--- src/rtl/core/cdrq_pkg.sv ---
`timescale 1ns / 1ps
// ----------------------------------------------------------------------------
// Coalescing copy-request queue package
// Word types for the request and response channels, the entry layout held
// in the entry memory, and the operation codes.
// ----------------------------------------------------------------------------
package cdrq_pkg;

   localparam logic OP_ENQUEUE = 1'b0;
   localparam logic OP_FLUSH   = 1'b1;

   typedef struct packed {
      logic        op;
      logic [23:0] source_address;
      logic [15:0] dest_address;
      logic [15:0] length;
   } req_type;

   typedef struct packed {
      logic [23:0] out_source;
      logic [15:0] out_dest;
      logic [15:0] out_length;
      logic        last;
   } rsp_type;

   typedef struct packed {
      logic [23:0] source;
      logic [15:0] dest;
      logic [15:0] length;
   } entry_type;

endpackage

--- src/rtl/core/cdrq_entry_ram.sv ---
`timescale 1ns / 1ps
// ----------------------------------------------------------------------------
// Entry memory
// One write port and one read port; the read data is registered, so it is
// available in the cycle after the read is issued.
// ----------------------------------------------------------------------------
module cdrq_entry_ram
   import cdrq_pkg::*;
#(
   parameter int DEPTH = 8
) (
   input  logic                                   clock,
   input  logic                                   wr_en,
   input  logic [((DEPTH > 1) ? $clog2(DEPTH) : 1)-1:0] wr_addr,
   input  entry_type                              wr_data,
   input  logic                                   rd_en,
   input  logic [((DEPTH > 1) ? $clog2(DEPTH) : 1)-1:0] rd_addr,
   output entry_type                              rd_data
);

   entry_type mem [DEPTH];
   entry_type rd_data_ff;

   always_ff @(posedge clock) begin
      if (wr_en) begin
         mem[wr_addr] <= wr_data;
      end
   end

   always_ff @(posedge clock) begin
      if (rd_en) begin
         rd_data_ff <= mem[rd_addr];
      end
   end

   assign rd_data = rd_data_ff;

endmodule

--- src/rtl/core/cdrq_key_match.sv ---
`timescale 1ns / 1ps
// ----------------------------------------------------------------------------
// Destination key match
// Holds the destination key of every entry in its own register and compares
// all held keys against a probe in parallel, reporting the oldest match.
// ----------------------------------------------------------------------------
module cdrq_key_match
   import cdrq_pkg::*;
#(
   parameter int DEPTH = 8
) (
   input  logic                                   clock,
   input  logic                                   key_wr_en,
   input  logic [((DEPTH > 1) ? $clog2(DEPTH) : 1)-1:0] key_wr_addr,
   input  logic [15:0]                            key_wr_data,
   input  logic [$clog2(DEPTH + 1)-1:0]           entry_count,
   input  logic [15:0]                            probe,
   output logic                                   hit,
   output logic [((DEPTH > 1) ? $clog2(DEPTH) : 1)-1:0] hit_index
);

   localparam int IdxW = (DEPTH > 1) ? $clog2(DEPTH) : 1;
   localparam int CntW = $clog2(DEPTH + 1);

   logic [15:0]      key_ff [DEPTH];
   logic [DEPTH-1:0] match;

   always_ff @(posedge clock) begin
      if (key_wr_en) begin
         key_ff[key_wr_addr] <= key_wr_data;
      end
   end

   // Only entries below the fill count take part in the compare.
   always_comb begin
      for (int i = 0; i < DEPTH; i++) begin
         match[i] = (CntW'(i) < entry_count) && (key_ff[i] == probe);
      end
   end

   // Lowest index wins, being the oldest entry.
   always_comb begin
      hit       = 1'b0;
      hit_index = '0;
      for (int i = DEPTH - 1; i >= 0; i--) begin
         if (match[i]) begin
            hit       = 1'b1;
            hit_index = IdxW'(i);
         end
      end
   end

endmodule

--- src/rtl/core/coalescing_dma_request_queue_top.sv ---
`timescale 1ns / 1ps
// ----------------------------------------------------------------------------
// Coalescing copy-request queue, top level
// Queues copy requests, merging requests to the same destination, and
// hands the whole queue out newest first on a flush.
// ----------------------------------------------------------------------------
// Usage.
// Request words arrive on the req_ channel and are taken at a clock edge
// where req_valid is high and req_stall is low. An enqueue word is
// registered on acceptance, and in the next cycle its destination is
// compared against every held key and the entry memory is written, either
// over the oldest matching entry or as a new entry at the tail. When the
// queue is full and no key matches, the request is dropped silently.
// An enqueue produces no response word.
// A flush word reads the entries from newest to oldest out of the entry
// memory, one read per response word; each response sits in an output
// register until taken. The final word of a flush has last set.
// A flush of an empty queue produces nothing.
// While rsp_stall is high the output register holds its word and the flush
// waits; the request side stays stalled until the flush has finished.
// Reset empties the queue; the entry memory is not cleared, since only
// entries below the fill count are ever read.
// ----------------------------------------------------------------------------
module coalescing_dma_request_queue_top
   import cdrq_pkg::*;
#(
   parameter int DEPTH = 8
) (
   input  logic    clock,
   input  logic    reset,
   input  logic    req_valid,
   output logic    req_stall,
   input  req_type req_data,
   output logic    rsp_valid,
   input  logic    rsp_stall,
   output rsp_type rsp_data
);

   localparam int IdxW = (DEPTH > 1) ? $clog2(DEPTH) : 1;
   localparam int CntW = $clog2(DEPTH + 1);

   // Sequencer states.
   localparam logic [1:0] ST_IDLE  = 2'd0;
   localparam logic [1:0] ST_ENQ   = 2'd1;
   localparam logic [1:0] ST_FREAD = 2'd2;
   localparam logic [1:0] ST_FWAIT = 2'd3;

   logic [1:0]      state_ff, state_in;
   logic [CntW-1:0] count_ff, count_in;
   logic [IdxW-1:0] ptr_ff, ptr_in;
   req_type         hold_ff, hold_in;
   logic            rsp_valid_ff, rsp_valid_in;
   rsp_type         rsp_data_ff, rsp_data_in;

   logic            req_accept;
   logic            out_free;
   logic            hit;
   logic [IdxW-1:0] hit_index;
   logic            wr_en;
   logic [IdxW-1:0] wr_addr;
   entry_type       wr_data;
   logic            key_wr_en;
   logic            rd_en;
   entry_type       rd_data;
   logic [CntW-1:0] count_m1;

   assign req_stall  = (state_ff != ST_IDLE);
   assign req_accept = req_valid && !req_stall;
   assign out_free   = !rsp_valid_ff || !rsp_stall;
   assign count_m1   = count_ff - CntW'(1);

   cdrq_key_match #(
      .DEPTH(DEPTH)
   ) u_key_match (
      .clock       (clock),
      .key_wr_en   (key_wr_en),
      .key_wr_addr (wr_addr),
      .key_wr_data (hold_ff.dest_address),
      .entry_count (count_ff),
      .probe       (hold_ff.dest_address),
      .hit         (hit),
      .hit_index   (hit_index)
   );

   cdrq_entry_ram #(
      .DEPTH(DEPTH)
   ) u_entry_ram (
      .clock   (clock),
      .wr_en   (wr_en),
      .wr_addr (wr_addr),
      .wr_data (wr_data),
      .rd_en   (rd_en),
      .rd_addr (ptr_ff),
      .rd_data (rd_data)
   );

   always_comb begin
      state_in     = state_ff;
      count_in     = count_ff;
      ptr_in       = ptr_ff;
      hold_in      = hold_ff;
      rsp_valid_in = rsp_valid_ff;
      rsp_data_in  = rsp_data_ff;
      wr_en        = 1'b0;
      key_wr_en    = 1'b0;
      wr_addr      = hit_index;
      wr_data      = '{source: hold_ff.source_address,
                       dest:   hold_ff.dest_address,
                       length: hold_ff.length};
      rd_en        = 1'b0;

      if (rsp_valid_ff && !rsp_stall) begin
         rsp_valid_in = 1'b0;
      end

      case (state_ff)
         ST_IDLE: begin
            if (req_accept) begin
               if (req_data.op == OP_ENQUEUE) begin
                  hold_in  = req_data;
                  state_in = ST_ENQ;
               end else if (count_ff != '0) begin
                  ptr_in   = count_m1[IdxW-1:0];
                  state_in = ST_FREAD;
               end
            end
         end
         ST_ENQ: begin
            // A matching key rewrites that entry in place; otherwise append
            // at the tail unless the queue is full.
            if (hit) begin
               wr_en = 1'b1;
            end else if (count_ff != CntW'(DEPTH)) begin
               wr_en     = 1'b1;
               key_wr_en = 1'b1;
               wr_addr   = count_ff[IdxW-1:0];
               count_in  = count_ff + CntW'(1);
            end
            state_in = ST_IDLE;
         end
         ST_FREAD: begin
            rd_en    = 1'b1;
            state_in = ST_FWAIT;
         end
         ST_FWAIT: begin
            if (out_free) begin
               rsp_valid_in = 1'b1;
               rsp_data_in  = '{out_source: rd_data.source,
                                out_dest:   rd_data.dest,
                                out_length: rd_data.length,
                                last:       (ptr_ff == '0)};
               if (ptr_ff == '0) begin
                  count_in = '0;
                  state_in = ST_IDLE;
               end else begin
                  ptr_in   = ptr_ff - IdxW'(1);
                  state_in = ST_FREAD;
               end
            end
         end
         default: begin
            state_in = ST_IDLE;
         end
      endcase
   end

   always_ff @(posedge clock) begin
      if (reset) begin
         state_ff     <= ST_IDLE;
         count_ff     <= '0;
         rsp_valid_ff <= 1'b0;
      end else begin
         state_ff     <= state_in;
         count_ff     <= count_in;
         rsp_valid_ff <= rsp_valid_in;
      end
   end

   always_ff @(posedge clock) begin
      ptr_ff      <= ptr_in;
      hold_ff     <= hold_in;
      rsp_data_ff <= rsp_data_in;
   end

   assign rsp_valid = rsp_valid_ff;
   assign rsp_data  = rsp_data_ff;

endmodule
--- config.mk ---
export PLATFORM = sky130hd
export DESIGN_NAME = coalescing_dma_request_queue_top
export DESIGN_NICKNAME = d
export VERILOG_FILES = /design/src/rtl/core/cdrq_pkg.sv /design/src/rtl/core/cdrq_entry_ram.sv /design/src/rtl/core/cdrq_key_match.sv /design/src/rtl/core/coalescing_dma_request_queue_top.sv
export SDC_FILE = /design/constraint.sdc
export NUM_CORES = 1
export LEC_CHECK = 0
export BUFFER_PORTS_ARGS = -buffer_cell sky130_fd_sc_hd__buf_2
export CORE_UTILIZATION = 60
export DETAILED_ROUTE_END_ITERATION = 8
export PLACE_DENSITY = 0.83
export SKIP_LAST_GASP = 1
export SLEW_MARGIN = 10
export SYNTH_ARGS = -nofsm -noshare
export SYNTH_HDL_FRONTEND = slang
export SYNTH_HIERARCHICAL = 1
export SYNTH_SLANG_ARGS = --single-unit
--- constraint.sdc ---
create_clock -name clock -period 13.2 [get_ports clock]
set_input_delay 2.64 -clock clock [delete_from_list [all_inputs] [get_ports clock]]
set_output_delay 2.64 -clock clock [all_outputs]
set_load 0.02 [all_outputs]
==> report_table.html <==
<table>
<tr><th>Metric</th><th>Value</th></tr>
<tr><th colspan="2">Timing</th></tr>
<tr><td>Post-route setup slack</td><td>just over 7 ns</td></tr>
<tr><td>Number of max-slew violations in the final report</td><td>0</td></tr>
<tr><td>Count of endpoints failing setup in the final report</td><td>0</td></tr>
<tr><td>Final-report hold violation count</td><td>0</td></tr>
<tr><td>Final cycle utilization of the critical path</td><td>between 40% and 50%</td></tr>
<tr><td>Peak clock frequency supported by timing</td><td>166 MHz</td></tr>
<tr><td>Setup repair after global routing missed its margin</td><td>false</td></tr>
<tr><td>Clk_skew</td><td>between 0.015 and 0.02 ns</td></tr>
<tr><td>Slew Limit Headroom</td><td>under 10%</td></tr>
<tr><td>Worst Hold Margin</td><td>0.419 ns</td></tr>
<tr><td>Transition time of the tightest slew-check pin</td><td>roughly 1.4 ns</td></tr>
<tr><td>Sum of negative setup slack</td><td>0 ns</td></tr>
<tr><td>Final Critical Period</td><td>around 6.0 ns</td></tr>
<tr><th colspan="2">Pwr</th></tr>
<tr><td>Share of total power in the clock network</td><td>about two fifths</td></tr>
<tr><td>Sequential group share of total power</td><td>a little under three fifths</td></tr>
<tr><td>Combinational fraction of design power</td><td>2.9%</td></tr>
<tr><td>Cell leakage power</td><td>10.1 nW</td></tr>
<tr><td>Cell internal power dissipation</td><td>approximately 3.8 mW</td></tr>
<tr><td>VDD IR max</td><td>between 100 and 150 uV</td></tr>
<tr><td>Pwr Density</td><td>150 nW/um^2</td></tr>
<tr><td>Fraction of power spent switching nets</td><td>around 21%</td></tr>
<tr><td>Overall power</td><td>4.74 mW</td></tr>
<tr><td>Power spent charging and discharging nets</td><td>about 0.98 mW</td></tr>
<tr><th colspan="2">Placement</th></tr>
<tr><td># port buffers</td><td>between 100 and 150</td></tr>
<tr><td>Worst Setup Slack post-DPL</td><td>approximately 7.6 ns</td></tr>
<tr><td>Placement-stage cell area</td><td>a little under 30000 um^2</td></tr>
<tr><td>Final GP Congestion</td><td>between 0.8 and 0.9</td></tr>
<tr><td>Detailed-placement wirelength estimate</td><td>just under 30000 um</td></tr>
<tr><th colspan="2">Cells and area</th></tr>
<tr><td>Net count, final</td><td>around 1.5k</td></tr>
<tr><td>Number of inserted filler cells in the final layout</td><td>between 2k and 3k</td></tr>
<tr><td>Ratio of cells with drive above 1 in the final layout</td><td>between 20 and 30%</td></tr>
<tr><td>Finished layout cell area</td><td>31600 um^2</td></tr>
<tr><td>Most common library cell in the layout ignoring fill and taps</td><td>sky130_fd_sc_hd__edfxtp_1</td></tr>
<tr><td>Most frequent cells in the layout</td><td>sky130_fd_sc_hd__edfxtp_1, sky130_fd_sc_hd__buf_2, sky130_fd_sc_hd__mux4_2</td></tr>
<tr><td>Count of inserted antenna diode cells</td><td>0</td></tr>
<tr><td>Area Overhead vs Synth</td><td>12.0%</td></tr>
<tr><th colspan="2">Clock network</th></tr>
<tr><td>Number of post-CTS setup repair buffers</td><td>0</td></tr>
<tr><td>CTS hold repair buffers</td><td>0</td></tr>
<tr><td>Number of H-tree levels</td><td>3</td></tr>
<tr><td>CTS Root Buffer Type</td><td>sky130_fd_sc_hd__clkbuf_16</td></tr>
<tr><td>Total clock sinks</td><td>around 760</td></tr>
<tr><td>Clock slew at the register clock pins of the worst setup and hold paths</td><td>about 0.06 ns</td></tr>
<tr><td>Worst-Skew Late Latency</td><td>about 0.60 ns</td></tr>
<tr><td>TritonCTS clock tree</td><td>yes</td></tr>
<tr><td>Count of cells resized by post-cts repair</td><td>0</td></tr>
<tr><td>Largest buffer count on any clock path</td><td>3</td></tr>
<tr><td>TritonCTS Buffers</td><td>71</td></tr>
<tr><th colspan="2">Critical path</th></tr>
<tr><td>Register-to-register setup slack</td><td>a little over 7 ns</td></tr>
<tr><td>CP required</td><td>around 13 ns</td></tr>
<tr><td>Critical Path Max Stage Delay</td><td>~1.1 ns</td></tr>
<tr><td>Top fanout value on the critical path</td><td>49</td></tr>
<tr><td>Ordered list of cells on the worst path</td><td>xnor2_1 -&gt; nand4_1 -&gt; nor4_2 -&gt; nand3_1 -&gt; o21ai_0 -&gt; nor3b_1 -&gt; nand3b_1 -&gt; nor3b_1 -&gt; nand2_1 -&gt; o21ai_0 -&gt; nand2b_1 -&gt; nor2_4 -&gt; buf_4</td></tr>
<tr><td>Path type of the worst setup path</td><td>flop to flop</td></tr>
<tr><td>Signal arrival time at the worst endpoint</td><td>6.24 ns</td></tr>
<tr><td>Path depth of the worst reg2reg path</td><td>13</td></tr>
<tr><td>Reg-to-reg critical path startpoint</td><td>hold_ff[19]</td></tr>
<tr><td>Setup crit end kind</td><td>flop</td></tr>
<tr><td>Worst setup path startpoint</td><td>hold_ff[19]</td></tr>
<tr><td>Crit path max-delay cell type</td><td>sky130_fd_sc_hd__o21ai_0</td></tr>
<tr><td>R2R Path End</td><td>u_entry_ram/mem[2][50]</td></tr>
<tr><td>Endpoint of the most critical setup path</td><td>u_entry_ram/mem[2][50]</td></tr>
<tr><td>Kind of start point of the critical path</td><td>flop</td></tr>
<tr><th colspan="2">Global routing</th></tr>
<tr><td>Vias in the first global route</td><td>13.6k</td></tr>
<tr><td>GR Util All Layers</td><td>26.3%</td></tr>
<tr><td>Number of antenna violations at the first check in global routing</td><td>1</td></tr>
<tr><td>Total congestion overflow after global routing</td><td>0</td></tr>
<tr><td>Pin count of the biggest net entering global routing</td><td>roughly 120</td></tr>
<tr><td>First-pass GRT wire length</td><td>~89000 um</td></tr>
<tr><th colspan="2">Detailed routing</th></tr>
<tr><td>Final WL</td><td>approximately 62000 um</td></tr>
<tr><td>Routed length per placed instance</td><td>29.9 um</td></tr>
<tr><td>Violation count after the first detailed-routing iteration</td><td>approximately 1.6k</td></tr>
<tr><td>Routed Antenna Nets</td><td>0</td></tr>
<tr><td>Vias after detailed routing</td><td>about 13k</td></tr>
<tr><td>Post-route DRC violation count</td><td>0</td></tr>
<tr><td>First-pass detailed-route iteration total</td><td>6</td></tr>
<tr><td>Via density per instance</td><td>approximately 6.4</td></tr>
<tr><th colspan="2">Die</th></tr>
<tr><td>Floorplan die width</td><td>~220 um</td></tr>
<tr><td>Effective utilization at floorplan</td><td>roughly 61%</td></tr>
<tr><td>Core footprint</td><td>46500 um^2</td></tr>
<tr><td>Placement Rows</td><td>79</td></tr>
<tr><td>Vertical extent of the die</td><td>about 220 um</td></tr>
<tr><td>Area of the die</td><td>roughly 48000 um^2</td></tr>
<tr><td>Total I/O pin count</td><td>120</td></tr>
<tr><th colspan="2">Yosys</th></tr>
<tr><td>Sequential fraction of the synthesis area</td><td>80.1%</td></tr>
<tr><td>Synthesis-stage register bit count</td><td>755</td></tr>
<tr><td>Syn_nets</td><td>approximately 1.3k</td></tr>
<tr><td>Cell count after synthesis</td><td>1257</td></tr>
<tr><td>Warnings, synthesis</td><td>6</td></tr>
<tr><td>Number of enable-type register cells in the synthesized netlist</td><td>roughly 750</td></tr>
<tr><td>Post-synthesis cell area</td><td>28200 um^2</td></tr>
<tr><td>Number of unique standard cell types used by synthesis</td><td>between 50 and 60</td></tr>
<tr><td>Most used flip-flop cell after synthesis</td><td>sky130_fd_sc_hd__edfxtp_1</td></tr>
<tr><td>Average footprint of a synthesized cell</td><td>approximately 22 um^2</td></tr>
<tr><td>Async set or reset register ratio after synthesis</td><td>0%</td></tr>
<tr><th colspan="2">Flow run</th></tr>
<tr><td>Reported max-cap violation count</td><td>0</td></tr>
<tr><th colspan="2">Outcome</th></tr>
<tr><td>Status</td><td>completed</td></tr>
<tr><th colspan="2">Hold path</th></tr>
<tr><td>Worst min-delay path category</td><td>flop to flop</td></tr>
</table>
-- per-layer routing --
metal	GRT usage, %	up-vias	wire length, um
met2	43.4	854	31300
met1	34.2	6868	23000
li1	-	5443	-
met5	0	-	13
met4	10.9	2	2380
met3	5.56	177	5260
-- worst min-delay path by stage --
| stage | from | to | slack (ns) | cells past startpoint |
|---|---|---|---|---|
| after floorplan | u_entry_ram/rd_data[9] | rsp_data[10] | 0.40 | 0 |
| after global placement | u_entry_ram/rd_data[48] | rsp_data[49] | 0.40 | 0 |
| after detailed placement | u_entry_ram/rd_data[32] | rsp_data[33] | 0.40 | 0 |
| after CTS | u_entry_ram/rd_data[32] | rsp_data[33] | 0.42 | 0 |
| after global routing | u_entry_ram/rd_data[45] | rsp_data[46] | 0.43 | 0 |
| final | u_entry_ram/rd_data[32] | rsp_data[33] | 0.42 | 0 |
-- state kept, by name, summed over array words and instances (netlist names) --
signal and flops:
count_ff 4, hold_ff 56, ptr_ff 3, rsp_data 57, rsp_valid 1, state_ff 2
u_entry_ram/mem 448, u_entry_ram/rd_data 56, u_key_match/key_ff 128
-- critical path, delay by kind of cell (launching register included) --
family          cells  cell delay (ns)
simple gates        9             2.35
xor+xnor            1             0.22
buf+inv             1             0.77
flops               1             1.00
compound gates      2             1.23
-- synthesized netlist by cell type, types with 2 or more instances --
cell | n | area [um^2]
sky130_fd_sc_hd__ha_1 | 3 | 37.5
sky130_fd_sc_hd__dfxtp_1 | 7 | 140
sky130_fd_sc_hd__inv_1 | 6 | 22.5
sky130_fd_sc_hd__xnor2_1 | 44 | 385
sky130_fd_sc_hd__nand4_1 | 14 | 87.6
sky130_fd_sc_hd__o221ai_1 | 3 | 26.3
sky130_fd_sc_hd__nor3b_1 | 2 | 15.0
sky130_fd_sc_hd__nor3_1 | 11 | 55.1
sky130_fd_sc_hd__o21ai_0 | 6 | 30.0
sky130_fd_sc_hd__a21oi_1 | 9 | 45.0
sky130_fd_sc_hd__buf_6 | 17 | 191
sky130_fd_sc_hd__nor4_1 | 14 | 87.6
sky130_fd_sc_hd__or3_1 | 4 | 25.0
sky130_fd_sc_hd__nand3_1 | 5 | 25.0
sky130_fd_sc_hd__nand3b_1 | 3 | 22.5
sky130_fd_sc_hd__nand2_1 | 8 | 30.0
sky130_fd_sc_hd__a22oi_1 | 2 | 15.0
sky130_fd_sc_hd__mux2i_1 | 3 | 30.0
sky130_fd_sc_hd__nand2b_1 | 9 | 56.3
sky130_fd_sc_hd__buf_2 | 9 | 45.0
sky130_fd_sc_hd__nor2_1 | 18 | 67.6
sky130_fd_sc_hd__nor2b_1 | 3 | 18.8
sky130_fd_sc_hd__mux4_2 | 112 | 2520
sky130_fd_sc_hd__buf_1 | 6 | 22.5
sky130_fd_sc_hd__edfxtp_1 | 748 | 22500
sky130_fd_sc_hd__mux2_2 | 56 | 631
sky130_fd_sc_hd__nor4_2 | 6 | 75.1
sky130_fd_sc_hd__o2111ai_1 | 2 | 17.5
sky130_fd_sc_hd__a31oi_1 | 2 | 12.5
sky130_fd_sc_hd__clkbuf_1 | 15 | 56.3
sky130_fd_sc_hd__xor2_1 | 85 | 744
sky130_fd_sc_hd__buf_4 | 5 | 37.5
-- through the flow --
stage	utilization, %	std cells
2_1_floorplan	-	1257
3_3_place_gp	63.5	1952
3_5_place_dp	63.5	1952
4_1_cts	68.1	2074
5_1_grt	68.1	2074
6_report	68.1	2074
-- kinds of logic (layout without fill, tap and decap cells) --
family / count (synthesis) / after routing / share of synthesized area, %
flops: 755 / 755 / 80.1
mux: 171 / 171 / 11.3
fa+ha+maj: 3 / 3 / 0.133
compound gates: 36 / 36 / 0.882
buf+inv: 59 / 269 / 1.35
xor+xnor: 129 / 129 / 4.00
simple gates: 104 / 104 / 2.26
-- power groups by stage --
stage	sequential (mW)	clock (mW)	combinational, mW
3_5_place_dp	2.75	0	0.133
2_1_floorplan	2.74	0	0.0883
4_1_cts	2.70	1.92	0.137
5_1_grt	2.71	2.00	0.144
6_report	2.70	1.90	0.137
3_3_place_gp	2.75	0	0.130
-- layout make-up --
class	instances	area, um^2	area share, %
clock buffer	87	1880	5.94
tap	607	759	2.40
sequential	755	22600	71.5
multi-input combinational	443	5360	16.9
timing repair buffer	141	773	2.45
clock inverter	35	224	0.708
inverter	6	22.5	0.0712
(Power assumes the default switching activity.)
